File: config.mk
export PLATFORM = sky130hd
export DESIGN_NAME = three_wire_rtc_bus_master_top
export DESIGN_NICKNAME = d
export VERILOG_FILES = /design/src/sv/rtc3w_pkg.sv /design/src/sv/rtc3w_cfg.sv /design/src/sv/rtc3w_core.sv /design/src/sv/three_wire_rtc_bus_master_top.sv
export SDC_FILE = /design/constraint.sdc
export NUM_CORES = 1
export LEC_CHECK = 0
export BUFFER_PORTS_ARGS = -buffer_cell sky130_fd_sc_hd__buf_2
export CAP_MARGIN = 20
export CORE_ASPECT_RATIO = 0.7
export CORE_MARGIN = 10
export CORE_UTILIZATION = 40
export DETAILED_ROUTE_END_ITERATION = 10
export GPL_TIMING_DRIVEN = 0
export HOLD_SLACK_MARGIN = 0.06
export MAX_ROUTING_LAYER = met4
export PLACE_DENSITY_LB_ADDON = 0.15
export RECOVER_POWER = 25
export SYNTH_ARGS = -nofsm -noshare
export SYNTH_HDL_FRONTEND = slang
export SYNTH_SLANG_ARGS = --single-unit
File: constraint.sdc
create_clock -name clk -period 3.1 [get_ports clk]
set_input_delay 0.155 -clock clk [delete_from_list [all_inputs] [get_ports clk]]
set_output_delay 0.155 -clock clk [all_outputs]
set_load 0.1 [all_outputs]
File: src/sv/rtc3w_pkg.sv
package rtc3w_pkg;

  localparam int unsigned BURST_BYTES = 8;

  localparam logic [2:0] FN_TICK   = 3'd0;
  localparam logic [2:0] FN_SWRITE = 3'd1;
  localparam logic [2:0] FN_SREAD  = 3'd2;
  localparam logic [2:0] FN_BWRITE = 3'd3;
  localparam logic [2:0] FN_BREAD  = 3'd4;

  localparam logic [7:0] BURST_COMMAND_RESET = 8'd190;
  localparam logic       REG_BURST_COMMAND   = 1'b0;

  typedef struct packed {
    logic [2:0]  func;
    logic [7:0]  address;
    logic [7:0]  write_data;
    logic [63:0] burst_data;
    logic        io_in;
  } item_t;

  typedef struct packed {
    logic        chip_enable;
    logic        serial_clock;
    logic        io_out;
    logic        io_drive;
    logic        busy_res;
    logic        done_res;
    logic [63:0] read_result;
  } result_t;

endpackage

File: src/sv/rtc3w_cfg.sv
module rtc3w_cfg
  import rtc3w_pkg::*;
(
  input  logic        clk,
  input  logic        rst,
  input  logic        psel,
  input  logic        penable,
  input  logic        pwrite,
  input  logic [2:0]  paddr,
  input  logic [31:0] pwdata,
  output logic [31:0] prdata,
  output logic        pready,
  output logic [7:0]  burst_command
);

  logic wr_en;

  assign pready = 1'b1;
  assign wr_en  = psel && penable && pwrite && (paddr[2] == REG_BURST_COMMAND);

  always_ff @(posedge clk) begin
    if (rst) begin
      burst_command <= BURST_COMMAND_RESET;
    end else if (wr_en) begin
      burst_command <= pwdata[7:0];
    end
  end

  assign prdata = (paddr[2] == REG_BURST_COMMAND) ? {24'd0, burst_command} : 32'd0;

endmodule

File: src/sv/rtc3w_core.sv
module rtc3w_core
  import rtc3w_pkg::*;
(
  input  logic       clk,
  input  logic       rst,
  input  logic       step,
  input  item_t      item,
  input  logic [7:0] burst_command,
  output result_t    res
);

  typedef enum logic [2:0] {
    PH_IDLE    = 3'd0,
    PH_SEND_LO = 3'd1,
    PH_SEND_HI = 3'd2,
    PH_GAP     = 3'd3,
    PH_READ_LO = 3'd4,
    PH_READ_HI = 3'd5,
    PH_END     = 3'd6
  } phase_t;

  phase_t      phase, phase_next;
  logic [1:0]  operation, operation_next;
  logic [2:0]  bit_position, bit_position_next;
  logic [3:0]  byte_position, byte_position_next;
  logic [7:0]  command_shift, command_shift_next;
  logic [63:0] transmit_bytes, transmit_bytes_next;
  logic [63:0] receive_bytes, receive_bytes_next;
  logic        line_ce, line_clk, line_io, line_drive;
  logic        line_ce_next, line_clk_next, line_io_next, line_drive_next;
  logic        done;

  logic       busy;
  logic [3:0] n_bytes;
  logic [3:0] byte_m1;
  logic [3:0] byte_incr;
  logic [5:0] bit_idx;
  logic       send_bit;
  logic [1:0] start_op;
  logic [7:0] start_cmd;

  assign busy      = (phase != PH_IDLE);
  // burst transactions carry the full burst, single ones a byte
  assign n_bytes   = operation[1] ? 4'(BURST_BYTES) : 4'd1;
  assign byte_m1   = byte_position - 4'd1;
  assign byte_incr = byte_position + 4'd1;
  assign bit_idx   = {byte_m1[2:0], bit_position};
  assign send_bit  = (byte_position == 4'd0) ? command_shift[bit_position]
                                             : transmit_bytes[bit_idx];
  assign start_op  = 2'(item.func - 3'd1);
  assign start_cmd = start_op[1] ? burst_command : item.address;

  always_comb begin
    phase_next          = phase;
    operation_next      = operation;
    bit_position_next   = bit_position;
    byte_position_next  = byte_position;
    command_shift_next  = command_shift;
    transmit_bytes_next = transmit_bytes;
    receive_bytes_next  = receive_bytes;
    line_ce_next        = line_ce;
    line_clk_next       = line_clk;
    line_io_next        = line_io;
    line_drive_next     = line_drive;
    done                = 1'b0;

    if (item.func >= FN_SWRITE && item.func <= FN_BREAD) begin
      if (!busy) begin
        operation_next      = start_op;
        command_shift_next  = start_cmd | {7'd0, start_op[0]};
        if (start_op[0]) begin
          transmit_bytes_next = 64'd0;
        end else if (start_op[1]) begin
          transmit_bytes_next = item.burst_data;
        end else begin
          transmit_bytes_next = {56'd0, item.write_data};
        end
        receive_bytes_next  = 64'd0;
        bit_position_next   = 3'd0;
        byte_position_next  = 4'd0;
        phase_next          = PH_SEND_LO;
        line_ce_next        = 1'b1;
        line_clk_next       = 1'b0;
        line_io_next        = 1'b0;
        line_drive_next     = 1'b1;
      end
    end else if (item.func == FN_TICK) begin
      case (phase)
        PH_IDLE: begin
          phase_next = PH_IDLE;
        end
        PH_SEND_LO: begin
          line_ce_next    = 1'b1;
          line_clk_next   = 1'b0;
          line_io_next    = send_bit;
          line_drive_next = 1'b1;
          phase_next      = PH_SEND_HI;
        end
        PH_SEND_HI: begin
          line_ce_next    = 1'b1;
          line_clk_next   = 1'b1;
          line_io_next    = send_bit;
          line_drive_next = 1'b1;
          if (bit_position == 3'd7) begin
            bit_position_next = 3'd0;
            phase_next        = PH_GAP;
          end else begin
            bit_position_next = bit_position + 3'd1;
            phase_next        = PH_SEND_LO;
          end
        end
        PH_GAP: begin
          line_ce_next       = 1'b1;
          line_clk_next      = 1'b0;
          line_io_next       = 1'b1;
          line_drive_next    = 1'b1;
          byte_position_next = byte_incr;
          if (operation[0]) begin
            phase_next = PH_READ_LO;
          end else if (byte_incr > n_bytes) begin
            phase_next = PH_END;
          end else begin
            phase_next = PH_SEND_LO;
          end
        end
        PH_READ_LO: begin
          line_ce_next    = 1'b1;
          line_clk_next   = 1'b0;
          line_io_next    = 1'b0;
          line_drive_next = 1'b0;
          // sample before the clock rise; the command byte slot is not stored
          if (byte_position != 4'd0 && item.io_in) begin
            receive_bytes_next = receive_bytes | (64'd1 << bit_idx);
          end
          phase_next = PH_READ_HI;
        end
        PH_READ_HI: begin
          line_ce_next    = 1'b1;
          line_clk_next   = 1'b1;
          line_io_next    = 1'b0;
          line_drive_next = 1'b0;
          if (bit_position == 3'd7) begin
            bit_position_next  = 3'd0;
            byte_position_next = byte_incr;
            phase_next         = (byte_incr > n_bytes) ? PH_END : PH_READ_LO;
          end else begin
            bit_position_next = bit_position + 3'd1;
            phase_next        = PH_READ_LO;
          end
        end
        PH_END: begin
          line_ce_next    = 1'b0;
          line_clk_next   = 1'b0;
          line_io_next    = 1'b0;
          line_drive_next = 1'b0;
          done            = 1'b1;
          phase_next      = PH_IDLE;
        end
        default: begin
          phase_next = PH_IDLE;
        end
      endcase
    end
  end

  always_ff @(posedge clk) begin
    if (rst) begin
      phase          <= PH_IDLE;
      operation      <= 2'd0;
      bit_position   <= 3'd0;
      byte_position  <= 4'd0;
      command_shift  <= 8'd0;
      transmit_bytes <= 64'd0;
      receive_bytes  <= 64'd0;
      line_ce        <= 1'b0;
      line_clk       <= 1'b0;
      line_io        <= 1'b0;
      line_drive     <= 1'b0;
    end else if (step) begin
      phase          <= phase_next;
      operation      <= operation_next;
      bit_position   <= bit_position_next;
      byte_position  <= byte_position_next;
      command_shift  <= command_shift_next;
      transmit_bytes <= transmit_bytes_next;
      receive_bytes  <= receive_bytes_next;
      line_ce        <= line_ce_next;
      line_clk       <= line_clk_next;
      line_io        <= line_io_next;
      line_drive     <= line_drive_next;
    end
  end

  assign res.chip_enable  = line_ce_next;
  assign res.serial_clock = line_clk_next;
  assign res.io_out       = line_io_next;
  assign res.io_drive     = line_drive_next;
  assign res.busy_res     = (phase_next != PH_IDLE);
  assign res.done_res     = done;
  assign res.read_result  = receive_bytes_next;

`ifndef SYNTHESIS
  a_ce_tracks_busy: assert property (@(posedge clk) disable iff (rst)
    line_ce == busy)
    else $error("chip enable out of step with transaction phase");

  a_gap_bit_zero: assert property (@(posedge clk) disable iff (rst)
    phase == PH_GAP |-> bit_position == 3'd0)
    else $error("bit counter not cleared at byte gap");

  a_byte_bound: assert property (@(posedge clk) disable iff (rst)
    byte_position <= 4'(BURST_BYTES + 1))
    else $error("byte counter past end of burst");

  a_read_released: assert property (@(posedge clk) disable iff (rst)
    phase == PH_READ_HI |-> !line_drive)
    else $error("data line driven during read");
`endif

endmodule

File: src/sv/three_wire_rtc_bus_master_top.sv
// Master for a three-wire clock-chip bus (chip enable, serial clock, data line with
// separate drive enable). Each input word is either a start (single or burst read/write)
// or a tick that moves the transaction by half a serial clock bit; every accepted word
// yields exactly one result word carrying the line levels, busy, done and the receive
// register. Throughput is one word per clock: the word passes an input register, the
// transaction state is updated in a single pass of logic, and the result lands in an
// output register; only m_tready backpressure stalls the stream. There is no clearing
// pass after reset. burst_command sits at APB address 0.
module three_wire_rtc_bus_master_top
  import rtc3w_pkg::*;
(
  input  logic        clk,
  input  logic        rst,
  input  logic        s_tvalid,
  output logic        s_tready,
  input  logic [87:0] s_tdata,   // address, write_data, burst_data, io_in, zero pad
  input  logic [2:0]  s_tuser,   // func
  output logic        m_tvalid,
  input  logic        m_tready,
  output logic [71:0] m_tdata,   // chip_enable, serial_clock, io_out, io_drive, busy_res,
                                 // done_res, read_result, zero pad
  input  logic        psel,
  input  logic        penable,
  input  logic        pwrite,
  input  logic [2:0]  paddr,
  input  logic [31:0] pwdata,
  output logic [31:0] prdata,
  output logic        pready
);

  logic       in_valid;
  item_t      in_item;
  logic       out_valid;
  result_t    out_res;
  result_t    core_res;
  logic       en_out;
  logic       en_in;
  logic       step;
  logic [7:0] burst_command;

  assign en_out   = !out_valid || m_tready;
  assign en_in    = !in_valid || en_out;
  assign step     = en_out && in_valid;
  assign s_tready = en_in;

  always_ff @(posedge clk) begin
    if (rst) begin
      in_valid  <= 1'b0;
      out_valid <= 1'b0;
    end else begin
      if (en_out) out_valid <= in_valid;
      if (en_in)  in_valid  <= s_tvalid;
    end
  end

  always_ff @(posedge clk) begin
    if (en_in && s_tvalid) begin
      in_item.func       <= s_tuser;
      in_item.address    <= s_tdata[7:0];
      in_item.write_data <= s_tdata[15:8];
      in_item.burst_data <= s_tdata[79:16];
      in_item.io_in      <= s_tdata[80];
    end
    if (step) begin
      out_res <= core_res;
    end
  end

  rtc3w_cfg u_cfg (
    .clk           (clk),
    .rst           (rst),
    .psel          (psel),
    .penable       (penable),
    .pwrite        (pwrite),
    .paddr         (paddr),
    .pwdata        (pwdata),
    .prdata        (prdata),
    .pready        (pready),
    .burst_command (burst_command)
  );

  rtc3w_core u_core (
    .clk           (clk),
    .rst           (rst),
    .step          (step),
    .item          (in_item),
    .burst_command (burst_command),
    .res           (core_res)
  );

  assign m_tvalid = out_valid;
  assign m_tdata  = {2'b00, out_res.read_result, out_res.done_res, out_res.busy_res,
                     out_res.io_drive, out_res.io_out, out_res.serial_clock,
                     out_res.chip_enable};

endmodule
==> results of run 1 <==
==> how the worst min path moves through the flow <==
stage                                          endpoint  cells past startpoint         from  slack, ns
floorplan                          in_item[0]$_DFFE_PP_                      0  s_tdata[80]       0.25
global route        u_cfg.burst_command[5]$_SDFFE_PP1P_                      4       pwrite       0.19
finish              u_cfg.burst_command[4]$_SDFFE_PP1P_                      4       pwrite       0.16
global placement                  in_item[42]$_DFFE_PP_                      1  s_tdata[57]       0.33
detailed placement                 in_item[5]$_DFFE_PP_                      1  s_tdata[20]       0.33
CTS                 u_cfg.burst_command[2]$_SDFFE_PP1P_                      4       pwrite       0.14
==> Yosys cell counts, drive strengths merged, types with 15 or more instances <==
master,n
buf,67
nor2,158
a22oi,122
edfxtp,154
a22o,66
a21oi,24
nand3,25
mux2i,15
mux4,16
nand2,50
dfxtp,162
clkbuf,51
nor2b,17
==> timing repair <==
item	4_1_cts	5_1_grt
cloned	0	0
endpoints found under the hold margin	94	0
pin swaps	0	1
setup endpoints to repair	94	50
gates resized for setup	4	4
hold buffers	95	0
==> logic make-up (layout without fill, tap and decap cells) <==
group / after synthesis / in the layout / synth area share
adders and majority gates: 12 / 12 / 0.0118
other: 2 / 27 / 0.000588
AOI/OAI and AO/OA: 255 / 255 / 0.153
and+or+nand+nor: 312 / 312 / 0.116
muxes: 42 / 42 / 0.0512
DFF: 316 / 316 / 0.616
xor gates and xnor gates: 2 / 2 / 0.00137
buffers and inverters: 130 / 459 / 0.0504
==> layout make-up <==
class | count | area, um2
Timing Repair Buffer | 274 | 1820
Sequential cell | 316 | 7870
Tap cell | 420 | 526
Multi-Input combinational cell | 650 | 4360
Inverter | 12 | 57.6
Buffer | 117 | 598
Fill cell | 2755 | 15000
Clock buffer | 32 | 779
Clock inverter | 24 | 280
==> report_power, final <==
part / switching (mW) / internal (mW) / total [mW] / leakage (nW)
clock: 1.60 / 2.32 / 3.92 / 0.511
sequential: 0.0555 / 4.52 / 4.58 / 2.75
combinational: 0.864 / 0.280 / 1.14 / 2.79
total: 2.52 / 7.13 / 9.64 / 6.05
==> per-layer routing <==
metal / part of all wire / up-vias / wire, um
met1: 0.47 / 4655 / 16900
met3: 0.069 / 43 / 2470
met2: 0.44 / 304 / 15600
li1: - / 4586 / -
met5: 0 / - / 0
met4: 0.020 / 0 / 718
==> registers in the layout (all words and copies together) (netlist names) <==
| signal | count |
|---|---|
| m_tvalid | 1 |
| u_core.line_ce | 1 |
| u_core.operation | 2 |
| u_core.line_clk | 1 |
| m_tdata | 70 |
| u_core.line_io | 1 |
| u_core.transmit_bytes | 64 |
| u_core.bit_position | 3 |
| u_core.command_shift | 8 |
| in_valid | 1 |
| u_core.byte_position | 4 |
| u_core.receive_bytes | 64 |
| u_core.line_drive | 1 |
| u_core.phase | 3 |
| u_cfg.burst_command | 8 |
| in_item | 84 |
==> critical path, stage by stage, from the launching register on <==
cell and delay, ns:
dfxtp_1 0.38, clkbuf_2 0.25, inv_2 0.12, ha_1 0.46, clkbuf_2 0.38, nand2_1 0.31, nor2_2 0.38, buf_2 0.31
a22o_1 0.21
==> per-stage QoR <==
step,cells,hold WS [ns],util,power (mW)
6_report,1845,0.164,0.521,9.64
5_1_grt,1845,0.188,0.521,9.99
4_1_cts,1845,0.141,0.521,9.73
3_5_place_dp,1694,0.333,0.457,5.72
3_3_place_gp,1694,0.331,0.457,5.71
2_1_floorplan,1096,0.254,-,5.47
==> metrics, run 1 <==
outcome complete, no violations; P per Cell Area around 590 nW/um2; max cap viols 0; clock sinks 316; Worst EP arrival between 3 and 4 ns; Vias/cell 5.20; total CTS buffers 30; pre-CTS setup slack -0.263 ns; final net count around 1500; top_reg_cell synth dfxtp_1; Rows 54; n_diodes 0; global-route wire length before repair between 50000 and 60000 um; routability congestion estimate approximately 0.90; commonest non-fill, non-tap cell in the layout buf_2; CTS Buffer Depth 3; setup bufs post-CTS 0; clk_lat worst skew roughly 0.56 ns; R2R depth 8; Synth Warn # 0; Congestion Overflow GR 0; PnR worst setup slack approximately 0.15 ns; Mapped Area 12800 um2; crit path kind register to register; initial antenna violation count 0; DP Area between 10000 and 15000 um2; hpwl dp 24700 um; drt total wl approximately 36000 um; Die Y 169 um; routed len/inst around 19 um; core area 31300 um2; Hold Crit Class input port to register; PortBufs 178; Reg2Reg Capture Point m_tdata[13]$_DFFE_PP_; met2 Usage GRT 0.262; Mean Syn Cell Area about 12 um2; Post-Synthesis Cells 1071; met3 usage in global routing 0.0386; clk root buf clkbuf_16; Design Area, Final 16300 um2; Least-Margin Pin Slew about 1.3 ns; routed vias 9588; EDFF count, synth approximately 150; crit end category register; Initial Utilization 0.408; post-synth top area share 0.362; fin crit period about 3.0 ns; Critical Path RT around 3.5 ns; pin count of the biggest net entering global routing 85; H-tree Lvls 1; initial drt markers 904; met1 Use GR 0.257; first-pass detailed-route iteration total 5; layout cells sized above 1 0.207; crit-path max FO 10; Final Hold Fails 0; Most Used Layer, Global Route met2; drc violations 0; Synth area leader edfxtp_1; Final ANT Viol Nets 0; number of synthesized register bits 316; Final setup viols 0; Layout area overhead 27.6%; GRT Overall Usage 0.182; Setup TNS Final 0 ns; vias in the first global route about 9500; post-synthesis sequential area ratio 0.616; most frequent cells in the layout buf_2, dfxtp_1, nor2_1; largest cells by area after synthesis edfxtp_1, dfxtp_1, a22oi_1; critical path launch point type register; Die X around 230 um; fraction of registers with async set/reset 0; fin. max-slew vios 0; I/O pin cnt between 200 and 250; Crit. Startpoint u_core.byte_position[0]$_SDFFE_PP0P_; worst setup path endpoint m_tdata[13]$_DFFE_PP_; worst rel slew slack 0.118; final worst-path cycle share 0.953; RR Startpoint u_core.byte_position[0]$_SDFFE_PP0P_; skew final slightly below 0.01 ns; die area 39600 um2; synth unique cells 62; Reg clk slew, reported paths ~0.07 ns; achievable frequency roughly 0.34 GHz; CTS tree done; VDD IR-drop max roughly 0.42 mV; R2R setup slack roughly 0.15 ns; LEAKAGE roughly 6.0 nW; RSZ-0062 raised after global routing no
(Power assumes the default switching activity.)
==> run 2: changes to the inputs <==
--- a/config.mk
+++ b/config.mk
@@ -14,7 +14,7 @@
 export GPL_TIMING_DRIVEN = 0
 export HOLD_SLACK_MARGIN = 0.06
 export MAX_ROUTING_LAYER = met4
-export PLACE_DENSITY_LB_ADDON = 0.15
+export PLACE_DENSITY_LB_ADDON = 0.25
 export RECOVER_POWER = 25
 export SYNTH_ARGS = -nofsm -noshare
 export SYNTH_HDL_FRONTEND = slang
==> constraint.sdc (replaced) <==
create_clock -name clk -period 2.64 [get_ports clk]
set_input_delay 0.132 -clock clk [delete_from_list [all_inputs] [get_ports clk]]
set_output_delay 0.132 -clock clk [all_outputs]
set_load 0.1 [all_outputs]
==> run 2 against run 1 <==
Net effect: clock power increased by 15%; critical path depth decreased by 1; count of clock-buffer cells in the layout increased by 11; maximum frequency increased by 13%; cell area increased by 1.2%; setup slack got worse by 0.12 ns; total power increased by 16%; critical path type unchanged; utilization increased by 0.61 points; die area unchanged; first-iteration DRC count decreased by 4.5%; sequential power increased by 17%; cell count increased by 0.43%; highest routed layer unchanged; critical endpoint is now u_core.line_io$_SDFFE_PP0P_.
==> metrics, run 2 (synthesis results as in run 1) <==
outcome complete, no violations; Final ANT Viol Nets 0; crit path kind register to register; worst rel slew slack 0.197; n_diodes 0; CTS tree done; routability congestion estimate 0.885; LEAKAGE a little over 6 nW; Least-Margin Pin Slew roughly 1.2 ns; Most flops, register in_item; Rows 54; hpwl dp 24400 um; most frequent cells in the layout buf_2, dfxtp_1, nor2_1, edfxtp_1, a22oi_1; critical path launch point type register; clk_lat worst skew around 0.56 ns; max cap viols 0; Vias/cell between 5 and 6; Final setup viols 0; commonest non-fill, non-tap cell in the layout buf_2; VDD IR-drop max roughly 0.56 mV; routed len/inst ~19 um; first-pass detailed-route iteration total 6; crit-path max FO 5; Reg clk slew, reported paths 0.07 ns; final net count 1554; crit end category register; RSZ-0062 raised after global routing yes; PortBufs ~180; hold slack around 0.15 ns; drt total wl 35600 um; Critical Path RT slightly above 3 ns; CTS Buffer Depth 3; max reg flops 84; Hold Crit Class input port to register; Setup TNS Final 0 ns; Worst EP arrival 3.07 ns; P per Cell Area just under 700 nW/um2; Layout area overhead 29.1%; final worst-path cycle share 0.989; vias in the first global route between 9000 and 10000; skew final about 0.014 ns; I/O pin cnt 240; die area 39600 um2; core area approximately 31000 um2; global-route wire length before repair 54700 um; GRT Overall Usage 0.180; Die X around 230 um; initial drt markers around 860; fin. max-slew vios 0; Final Hold Fails 0; Design Area, Final roughly 16000 um2; routed vias a little under 10000; initial antenna violation count 0; DP Area ~14000 um2; clk root buf clkbuf_16; Die Y between 150 and 200 um; Congestion Overflow GR 0; clock sinks roughly 320; pin count of the biggest net entering global routing 85; layout cells sized above 1 0.223; drc violations 0; H-tree Lvls 1; Initial Utilization 0.408; achievable frequency ~0.38 GHz; fin crit period between 2 and 3 ns; total CTS buffers 30
[run 2: cell type report]
| cell class | count | area (um2) |
|---|---|---|
| fillers | 2717 | 14800 |
| flip-flops and latches | 316 | 7870 |
| multi-input cells | 650 | 4460 |
| repair buffers | 281 | 1880 |
| clock buffers | 43 | 902 |
| plain buffers | 118 | 642 |
| well taps | 420 | 526 |
| clock inverters | 13 | 141 |
| inverters | 12 | 62.6 |
[run 2: worst paths after layout]
check                                         from                                    end  slack [ns]  depth (start not counted)
min reg2reg  u_core.transmit_bytes[5]$_SDFFE_PP0P_  u_core.transmit_bytes[5]$_SDFFE_PP0P_        0.46                          2
min                                         pwrite    u_cfg.burst_command[2]$_SDFFE_PP1P_        0.15                          4
max reg2reg                  in_item[81]$_DFFE_PP_            u_core.line_io$_SDFFE_PP0P_        0.03                          7
max                          in_item[81]$_DFFE_PP_            u_core.line_io$_SDFFE_PP0P_        0.03                          7
[run 2: per-layer routing]
metal  vias up  share of wire  global-route usage
met5         -              0                   -
met4         0          0.014              0.0333
met3        45          0.066              0.0359
met2       323           0.45               0.267
met1      4678           0.47               0.252
li1       4592              -                   -
[run 2: where the power goes]
part | switching (mW) | total [mW] | internal (mW)
sequential | 0.0647 | 5.38 | 5.31
combinational | 1.02 | 1.35 | 0.336
clock | 1.85 | 4.50 | 2.66
[run 2: per-stage QoR]
stage | std cells | worst slack, ns | utilization | power, mW
after global placement | 1694 | -0.664 | 0.457 | 6.70
after detailed placement | 1694 | -0.695 | 0.457 | 6.71
after CTS | 1847 | 0.00257 | 0.524 | 11.3
after floorplan | 1096 | 0.0569 | - | 6.42
after global routing | 1853 | -0.0570 | 0.527 | 11.6
final | 1853 | 0.0290 | 0.527 | 11.2
[run 2: worst max-delay path, stage by stage (launching register included)]
cell and delay (ns):
edfxtp_1 0.47, ha_1 0.28, or4_4 0.52, and2_2 0.27
a221o_1 0.41, a41oi_2 0.23, a2111oi_1 0.12, o21ba_1 0.20
[run 2: repair_timing]
| action | CTS | global route |
|---|---|---|
| buffers inserted | 2 | 5 |
| hold buffers | 95 | 0 |
| endpoints found under the hold margin | 94 | 0 |
| pin swaps | 2 | 5 |
| resized for setup | 31 | 29 |
| setup endpoints to repair | 180 | 179 |
==> run 3: changes to the inputs <==
--- a/config.mk
+++ b/config.mk
@@ -7,6 +7,8 @@
 export LEC_CHECK = 0
 export BUFFER_PORTS_ARGS = -buffer_cell sky130_fd_sc_hd__buf_2
 export CAP_MARGIN = 20
+export CELL_PAD_IN_SITES_DETAIL_PLACEMENT = 0
+export CELL_PAD_IN_SITES_GLOBAL_PLACEMENT = 1
 export CORE_ASPECT_RATIO = 0.7
 export CORE_MARGIN = 10
 export CORE_UTILIZATION = 40
@@ -14,7 +16,7 @@
 export GPL_TIMING_DRIVEN = 0
 export HOLD_SLACK_MARGIN = 0.06
 export MAX_ROUTING_LAYER = met4
-export PLACE_DENSITY_LB_ADDON = 0.25
+export PLACE_DENSITY = 0.77
 export RECOVER_POWER = 25
 export SYNTH_ARGS = -nofsm -noshare
 export SYNTH_HDL_FRONTEND = slang
==> run 3 against run 2 <==
Net effect: setup slack lost 0.014 ns; cell area grew 0.83%; combinational power barely moved; clock power grew 4.9%; sequential power hardly changed; critical path depth shrank 1; utilization is 0.44 points higher; via count grew 0.44%; maximum frequency is 0.53% lower; sequential share of layout area decreased by 0.40 points; non-clock buffer count is 3 higher; wire length rose by 1.7%; critical endpoint is now m_tdata[2]$_DFFE_PP_.
==> metrics, run 3 (synthesis results as in run 1) <==
Critical Path RT between 2 and 3 ns; worst rel slew slack 0.0512; Most flops, register in_item; fin crit period between 2 and 3 ns; pin count of the biggest net entering global routing 85; clk_lat worst skew about 0.56 ns; H-tree Lvls 1; first-pass detailed-route iteration total 5; final worst-path cycle share 0.994; outcome complete, no violations; Initial Utilization 0.408; CTS Buffer Depth 3; Rows between 50 and 60; routed len/inst approximately 20 um; max reg flops 84; P per Cell Area 690 nW/um2; vias in the first global route 9708; crit path kind register to register; drt total wl around 36000 um; layout cells sized above 1 0.232; crit-path max FO 5; initial antenna violation count 0; Final setup viols 0; Die X 234 um; Final Hold Fails 0; Core Util, Final 0.531; Worst EP arrival between 2 and 3 ns; Hold Crit Depth 4; final net count around 1600; I/O pin cnt 240; dpl cells 1694; hpwl dp between 20000 and 25000 um; CTS tree done; LEAKAGE ~6.2 nW; PortBufs between 150 and 200; most frequent cells in the layout dfxtp_1, buf_2, nor2_1, edfxtp_1, a22oi_1; achievable frequency roughly 0.38 GHz; core area about 31000 um2; drc violations 0; Layout area overhead 30.2%; commonest non-fill, non-tap cell in the layout dfxtp_1; Hold Crit Class input port to register; Least-Margin Pin Slew roughly 1.4 ns; fin. max-slew vios 0; crit end category register; clk root buf clkbuf_16; total CTS buffers 31; max cap viols 0; Vias/cell approximately 5.2; critical path launch point type register; routed vias just under 10000; die area between 30000 and 40000 um2; Congestion Overflow GR 0; initial drt markers 943; clock sinks 316; Die Y ~170 um; RSZ-0062 raised after global routing yes; hold slack about 0.15 ns; routability congestion estimate just under 0.9; skew final about 0.013 ns; global-route wire length before repair 56200 um; non-filler cells, final between 1500 and 2000; GRT Overall Usage 0.185; R2R depth 6; Final ANT Viol Nets 0; VDD IR-drop max approximately 0.44 mV; Reg clk slew, reported paths about 0.060 ns
run 3: cell types whose count changed in the layout (fill, tap and decap cells not counted), moves of 3 or more:
cell      before  now
clkbuf_8       6    2
clkinv_4       0    3
buf_2        164  157
clkinv_1       5    1
clkbuf_4       4    8
run 3: through the flow:
stage / TNS, ns / power, mW / worst slack [ns] / cell area (um2)
after floorplan: 0 / 6.42 / 0.0569 / 12900
after detailed placement: -56.15 / 6.71 / -0.603 / 14300
after global placement: -53.41 / 6.70 / -0.595 / 14300
after global routing: -0.0241 / 11.9 / -0.0171 / 16600
final: 0 / 11.5 / 0.0150 / 16600
after CTS: 0 / 11.5 / 0.000303 / 16500
run 3: critical path, stage by stage (launching register included):
cell and delay [ns]:
edfxtp_1 0.49, ha_1 0.28, or4_4 0.53, and2_4 0.22
a221o_1 0.38, a41oi_2 0.29, a211oi_2 0.16
run 3: routing by layer:
metal,wire [um],global-route usage
met5,0,-
met2,16700,0.278
met1,16600,0.255
met3,2380,0.0364
met4,592,0.0350
run 3: worst paths after layout:
check | end | slack, ns | start
setup / recovery | m_tdata[2]$_DFFE_PP_ | 0.01 | in_item[81]$_DFFE_PP_
hold reg to reg | u_core.transmit_bytes[6]$_SDFFE_PP0P_ | 0.45 | u_core.transmit_bytes[6]$_SDFFE_PP0P_
setup reg to reg | m_tdata[2]$_DFFE_PP_ | 0.01 | in_item[81]$_DFFE_PP_
hold / removal | u_cfg.burst_command[1]$_SDFFE_PP1P_ | 0.15 | pwrite
run 3: power breakdown:
group	switching (mW)	total (mW)	internal (mW)
registers	0.0649	5.38	5.31
clock network	1.93	4.72	2.79
logic	1.03	1.37	0.340
run 3: final cells by class:
class | count | area, um2
Clock inverter | 19 | 221
Inverter | 12 | 75.1
Fill cell | 2703 | 14700
Sequential cell | 316 | 7870
Antenna cell | 1 | 2.50
Clock buffer | 38 | 886
Tap cell | 420 | 526
Buffer | 118 | 663
Multi-Input combinational cell | 650 | 4480
Timing Repair Buffer | 284 | 1890
run 3: timing repair:
action | 4_1_cts | 5_1_grt
endpoints found under the setup margin | 185 | 154
pin swaps | 2 | 5
hold endpoints to repair | 94 | 0
hold buffers | 95 | 0
gates resized for setup | 33 | 44
buffers inserted | 3 | 7
